File: src/rtl/vrd_pkg.sv
`timescale 1ns / 1ps

package vrd_pkg;

  localparam int unsigned ClientsDefault = 3;
  localparam int unsigned BaseHzDefault  = 1024;

  localparam logic [31:0] LcgMul = 32'd1103515245;
  localparam logic [31:0] LcgAdd = 32'd12345;

  typedef enum logic [2:0] {
    CMD_TICK    = 3'd0,
    CMD_OPEN    = 3'd1,
    CMD_CLOSE   = 3'd2,
    CMD_POLL    = 3'd3,
    CMD_SETRATE = 3'd4,
    CMD_RANDOM  = 3'd5
  } cmd_e;

  typedef struct packed {
    logic [2:0]         cmd;
    logic [1:0]         client;
    logic signed [31:0] rate_hz;
  } req_t;

  typedef struct packed {
    logic        status;
    logic        ready_res;
    logic [14:0] random_value;
  } rsp_t;

  typedef struct packed {
    logic tick;
    logic open;
    logic close;
    logic poll;
    logic setrate;
    logic random;
    logic capture;
  } ctrl_t;

endpackage

File: src/rtl/virtual_rate_divider_core.sv
// A request accepted at one clock edge gives its result, marked by done_o,
// in the following cycle; every command, tick included, is handled the same way.
// Throughput: one request per cycle, as all client registers update in parallel.
// busy_o never rises, and the receiver cannot stall the one-cycle result strobe.
// Reset (asynchronous, active low) sets every divisor to 1, every countdown to 0
// and the time counter to 0; no clearing pass is needed.
`timescale 1ns / 1ps

module virtual_rate_divider_core
  import vrd_pkg::*;
#(
  parameter int unsigned CLIENTS = ClientsDefault,
  parameter int unsigned BASE_HZ = BaseHzDefault
) (
  input  logic clk_i,
  input  logic rst_ni,
  input  logic start,
  input  req_t req_i,
  output logic busy,
  output logic done_o,
  output rsp_t rsp_o
);

  ctrl_t ctrl;

  vrd_ctrl u_ctrl (
    .clk_i   (clk_i),
    .rst_ni  (rst_ni),
    .start_i (start),
    .cmd_i   (req_i.cmd),
    .ctrl_o  (ctrl),
    .busy_o  (busy),
    .done_o  (done_o)
  );

  vrd_datapath #(
    .CLIENTS (CLIENTS),
    .BASE_HZ (BASE_HZ)
  ) u_datapath (
    .clk_i  (clk_i),
    .rst_ni (rst_ni),
    .ctrl_i (ctrl),
    .req_i  (req_i),
    .rsp_o  (rsp_o)
  );

endmodule

File: src/rtl/vrd_ctrl.sv
`timescale 1ns / 1ps

module vrd_ctrl
  import vrd_pkg::*;
(
  input  logic  clk_i,
  input  logic  rst_ni,
  input  logic  start_i,
  input  logic  [2:0] cmd_i,
  output ctrl_t ctrl_o,
  output logic  busy_o,
  output logic  done_o
);

  typedef enum logic [1:0] {
    ST_IDLE   = 2'b01,
    ST_RESULT = 2'b10
  } state_e;

  state_e state_q, state_d;
  logic   accept;

  assign busy_o = 1'b0;
  assign accept = start_i && !busy_o;

  always_comb begin
    ctrl_o         = '0;
    ctrl_o.capture = accept;
    if (accept) begin
      unique case (cmd_i)
        CMD_TICK:    ctrl_o.tick    = 1'b1;
        CMD_OPEN:    ctrl_o.open    = 1'b1;
        CMD_CLOSE:   ctrl_o.close   = 1'b1;
        CMD_POLL:    ctrl_o.poll    = 1'b1;
        CMD_SETRATE: ctrl_o.setrate = 1'b1;
        CMD_RANDOM:  ctrl_o.random  = 1'b1;
        default:     ctrl_o.tick    = 1'b0;
      endcase
    end
  end

  always_comb begin
    unique case (state_q)
      ST_IDLE:   state_d = accept ? ST_RESULT : ST_IDLE;
      ST_RESULT: state_d = accept ? ST_RESULT : ST_IDLE;
      default:   state_d = ST_IDLE;
    endcase
  end

  always_ff @(posedge clk_i or negedge rst_ni) begin
    if (!rst_ni) begin
      state_q <= ST_IDLE;
    end else begin
      state_q <= state_d;
    end
  end

  assign done_o = (state_q == ST_RESULT);

endmodule

File: src/rtl/vrd_datapath.sv
`timescale 1ns / 1ps

module vrd_datapath
  import vrd_pkg::*;
#(
  parameter int unsigned CLIENTS = ClientsDefault,
  parameter int unsigned BASE_HZ = BaseHzDefault
) (
  input  logic  clk_i,
  input  logic  rst_ni,
  input  ctrl_t ctrl_i,
  input  req_t  req_i,
  output rsp_t  rsp_o
);

  localparam int unsigned DW = $clog2(BASE_HZ + 1);
  localparam logic [DW-1:0] HalfDiv = DW'(BASE_HZ / 2);
  localparam logic [31:0] BaseHz32 = 32'(BASE_HZ);

  logic [DW-1:0] divisor_q   [CLIENTS];
  logic [DW-1:0] divisor_d   [CLIENTS];
  logic [DW-1:0] countdown_q [CLIENTS];
  logic [DW-1:0] countdown_d [CLIENTS];
  logic [31:0]   time_q, time_d;
  logic [31:0]   lcg_next;
  rsp_t          rsp_q, rsp_d;

  logic          valid;
  logic [DW-1:0] sel_cd;
  logic          rate_ok;
  logic [4:0]    shamt;
  logic [DW-1:0] new_div;
  logic [31:0]   rate_u;

  assign valid  = ({30'd0, req_i.client} < 32'(CLIENTS));
  assign rate_u = req_i.rate_hz;

  always_comb begin
    sel_cd = '0;
    for (int i = 0; i < CLIENTS; i++) begin
      if ({30'd0, req_i.client} == 32'(i)) begin
        sel_cd = countdown_q[i];
      end
    end
  end

  always_comb begin
    shamt = '0;
    for (int b = 1; b < 32; b++) begin
      if (rate_u[b]) begin
        shamt = shamt | 5'(b);
      end
    end
  end

  assign rate_ok = (req_i.rate_hz > 32'sd1) && (req_i.rate_hz <= $signed(BaseHz32)) &&
                   ((rate_u & (rate_u - 32'd1)) == 32'd0);
  assign new_div = DW'(BaseHz32 >> shamt);

  assign lcg_next = time_q * LcgMul + LcgAdd;

  always_comb begin
    time_d = time_q;
    if (ctrl_i.tick) begin
      time_d = time_q + 32'd1;
    end else if (ctrl_i.random) begin
      time_d = lcg_next;
    end
  end

  always_comb begin
    for (int i = 0; i < CLIENTS; i++) begin
      divisor_d[i]   = divisor_q[i];
      countdown_d[i] = countdown_q[i];
      if (ctrl_i.tick && (countdown_q[i] != '0)) begin
        countdown_d[i] = countdown_q[i] - DW'(1);
      end
      if ({30'd0, req_i.client} == 32'(i)) begin
        if (ctrl_i.open) begin
          divisor_d[i]   = HalfDiv;
          countdown_d[i] = HalfDiv;
        end
        if (ctrl_i.close) begin
          divisor_d[i]   = DW'(1);
          countdown_d[i] = '0;
        end
        if (ctrl_i.poll && (countdown_q[i] == '0)) begin
          countdown_d[i] = divisor_q[i];
        end
        if (ctrl_i.setrate && rate_ok) begin
          divisor_d[i] = new_div;
        end
      end
    end
  end

  always_comb begin
    rsp_d              = '0;
    rsp_d.status       = ctrl_i.setrate && valid && !rate_ok;
    rsp_d.ready_res    = ctrl_i.poll && valid && (sel_cd == '0);
    rsp_d.random_value = ctrl_i.random ? lcg_next[30:16] : 15'd0;
  end

  always_ff @(posedge clk_i or negedge rst_ni) begin
    if (!rst_ni) begin
      time_q <= '0;
      for (int i = 0; i < CLIENTS; i++) begin
        divisor_q[i]   <= DW'(1);
        countdown_q[i] <= '0;
      end
    end else begin
      time_q <= time_d;
      for (int i = 0; i < CLIENTS; i++) begin
        divisor_q[i]   <= divisor_d[i];
        countdown_q[i] <= countdown_d[i];
      end
    end
  end

  always_ff @(posedge clk_i) begin
    if (ctrl_i.capture) begin
      rsp_q <= rsp_d;
    end
  end

  assign rsp_o = rsp_q;

endmodule

File: config.mk
export PLATFORM = sky130hd
export DESIGN_NAME = virtual_rate_divider_core
export DESIGN_NICKNAME = d
export VERILOG_FILES = /design/src/rtl/vrd_pkg.sv /design/src/rtl/virtual_rate_divider_core.sv /design/src/rtl/vrd_ctrl.sv /design/src/rtl/vrd_datapath.sv
export SDC_FILE = /design/constraint.sdc
export NUM_CORES = 1
export LEC_CHECK = 0
export BUFFER_PORTS_ARGS = -buffer_cell sky130_fd_sc_hd__buf_2
export CORE_MARGIN = 3
export CORE_UTILIZATION = 50
export CTS_CLUSTER_DIAMETER = 120
export DETAILED_ROUTE_END_ITERATION = 7
export PLACE_DENSITY = 0.76
export SKIP_LAST_GASP = 1
export SLEW_MARGIN = 20
export SYNTH_ARGS = -nofsm -noshare
export SYNTH_HDL_FRONTEND = slang
export SYNTH_SLANG_ARGS = --single-unit
File: constraint.sdc
create_clock -name clk_i -period 8.8 [get_ports clk_i]
set_clock_uncertainty 0.15 [all_clocks]
set_input_delay 0.88 -clock clk_i [delete_from_list [all_inputs] [get_ports clk_i]]
set_output_delay 0.88 -clock clk_i [all_outputs]
set_load 0.05 [all_outputs]
==> results.toml <==
[worst_setup_path]
arrival_ns = 7.56
path_buf_inv = 6
critPathTopFamily = "adder cells"
path_class = "reg2reg"
crit_required_ns = 8.81
cp_slowest_stage_delay_ns = 0.74
path_max_fanout = 7
reg2reg_slack_ns = 1.24
cp_slowest_cell = "a2111oi_0"
crit_path_end_kind = "register"
worstSetupStartpointType = "register"
path_cells = "ha_1, fa_1, inv_1, fa_1, inv_1, ha_1, inv_1, fa_1, inv_1, fa_1, fa_1, inv_1, fa_1, inv_1, ha_1, a21o_1, a21oi_1, nand4b_1, a2111oi_0, o21bai_1, a21oi_1, xor2_1, nor2_1"

[clock_network]
cts_buffer_depth = 2
cts.clk_slew.worst_paths_ns = 0.05
cts_resized = 0
ctsHoldBuffers = 0
clock_sinks = 116
cts_tree = "built"
cts-htree-levels = 4
clk_latency_ns = 0.42
numCtsBuffers = 17
postCtsSetupBuffers = 0
cts_root_buf = "clkbuf_16"

[die]
start_util_pct = 51.0
rows = 62
core-area_sq_um = 28800
die-area_sq_um = 31400
ios = 59
die_h_um = 177
die_w_um = 177

[synthesis]
synth.yosys.seq_area_share_pct = 20.4
synth_area_leader_cell = "fa_1"
synthTopCellsByArea = "fa_1, ha_1, dfrtp_1"
synth.top_cell.area_share_pct = 23.7
synth_area_sq_um = 14700
synth_edf_count = 17
synthTopCellsByCount = "inv_1, ha_1, fa_1, nand2_1, o21ai_0"
ys_warn_count = 0
synthFlopType = "dfrtp_1"
syn-instance-count = 1617
post_synth.cell_area_avg_sq_um = 9.08
yosys_register_bits = 116
netlist-cell-type-count = 73
yosys.cell_count.top_type = "inv_1"
async_flop_share_pct = 85.3
syn-num-nets = 2034

[sta]
max_freq_mhz = 132
hold_viol_final = 0
drv_slew = 0
max_slew_margin_pct = 26.5
timing.final.crit_share_pct = 85.9
rsz0062_at_grt = "no"
layout_min_cycle_time_ns = 7.56
worstMarginPinSlew_ns = 1.10
finalSetupViolations = 0
tns_ns = 0

[placed_design]
port_buffers = 57
hpwlAfterDp_um = 33600
place_congestion = 1.06
place_area_sq_um = 15400

[global_route]
grt_overflow = 0
grt_pass1_vias = 11700
grt_pass1_wl_um = 64000
track_usage_pct = 26.6
antenna_found_initial = 0
grt_max_degree = 84

[layout]
diodes = 0
area_growth_pct = 8.85
final_area_sq_um = 16000
fillers = 2540
drive_gt1_share_pct = 7.20
finalNetCount = 2098
multi_input_area_sq_um = 9980
regArea_sq_um = 2990

[drt]
drc = 0
drtAntennaViolNets = 0
wire_per_inst_um = 19.3
drt_iter0_markers = 967
viasPerCell = 5.48
firstDrtPassIters = 8
vias = 11400
wl_um = 40100

[run_status]
outcome = "finished clean"

[hold_path]
hp-class = "in2async"

[flow_run]
drv_cap = 0
## cell usage in the layout, fill, tap and decap left out, types with 4 or more instances in the layout
master | Yosys | routed
nand4_1 | 11 | 11
ha_1 | 203 | 203
clkbuf_16 | 0 | 17
nor4_1 | 25 | 25
a21o_1 | 15 | 15
nand2_1 | 132 | 132
buf_2 | 0 | 56
xor2_1 | 30 | 30
nor3_1 | 21 | 21
o21a_1 | 7 | 7
fa_1 | 174 | 174
and3_1 | 13 | 13
and2_1 | 12 | 12
a21oi_1 | 52 | 52
nor2_1 | 61 | 61
o31ai_1 | 4 | 4
o211ai_1 | 4 | 4
nor2b_1 | 7 | 7
edfxtp_1 | 17 | 17
buf_4 | 2 | 10
dfstp_2 | 4 | 4
a211o_1 | 6 | 6
nand3_1 | 23 | 23
xnor2_1 | 57 | 57
a31oi_1 | 10 | 10
nor3b_1 | 4 | 4
nand2b_1 | 10 | 10
dfrtp_1 | 95 | 95
inv_1 | 425 | 425
or3_1 | 4 | 4
o21ai_0 | 101 | 101
a211oi_1 | 8 | 8
## layout make-up
type	count	area share [%]
inverters	425	9.99
flip-flops and latches	116	18.7
well taps	384	3.01
clock buffers	21	2.88
clock inverters	11	0.634
multi-input cells	1054	62.5
repair buffers	67	2.29
## layer usage
| layer | wire, um | GRT usage (%) | vias to the layer above |
|---|---|---|---|
| met4 | 1370 | 8.77 | 0 |
| li1 | - | - | 5266 |
| met3 | 2880 | 5.46 | 81 |
| met2 | 18300 | 42.3 | 452 |
| met1 | 17500 | 36.7 | 5589 |
| met5 | 0 | 0 | - |
## stage by stage
| stage | cells | utilization, % | setup slack, ns | hold WS, ns |
|---|---|---|---|---|
| 2_1_floorplan | 1617 | - | 2.19 | 0.290 |
| 3_3_place_gp | 2046 | 53.5 | 1.37 | 0.308 |
| 3_5_place_dp | 2046 | 53.5 | 1.32 | 0.309 |
| 4_1_cts | 2078 | 55.5 | 1.28 | 0.185 |
| 5_1_grt | 2078 | 55.5 | 0.827 | 0.191 |
| 6_report | 2078 | 55.5 | 1.24 | 0.191 |
## logic make-up after synthesis
group / synth area share, %
buf+inv: 11.6
fa+ha+maj: 41.2
simple gates: 11.4
compound gates: 10.1
flops: 20.4
xor+xnor: 5.19
mux: 0.145
other cells: 0.0255
## path summary, 6_finish.rpt
path                                     startpoint                         end  depth (start not counted)
min in group clk_i         u_datapath.divisor_q[32]  u_datapath.countdown_q[32]                          2
min                                          rst_ni        u_datapath.time_q[0]                          1
max                           u_datapath.time_q[13]        u_datapath.rsp_o[12]                         23
max in group asynchronous                    rst_ni       u_datapath.time_q[16]                          2
max reg2reg                   u_datapath.time_q[13]        u_datapath.rsp_o[12]                         23
min reg2reg                u_datapath.divisor_q[32]  u_datapath.countdown_q[32]                          2
## registers in the layout (all words and copies together) (netlist names)
| register | flops |
|---|---|
| u_datapath.rsp_o | 17 |
| u_datapath.divisor_q | 33 |
| u_datapath.countdown_q | 33 |
| u_datapath.time_q | 31 |
| u_ctrl.state_q | 2 |
Power is left out: the tool's default activity adds up to more than one toggle a clock period on the data nets, which glitch-free logic cannot reach.
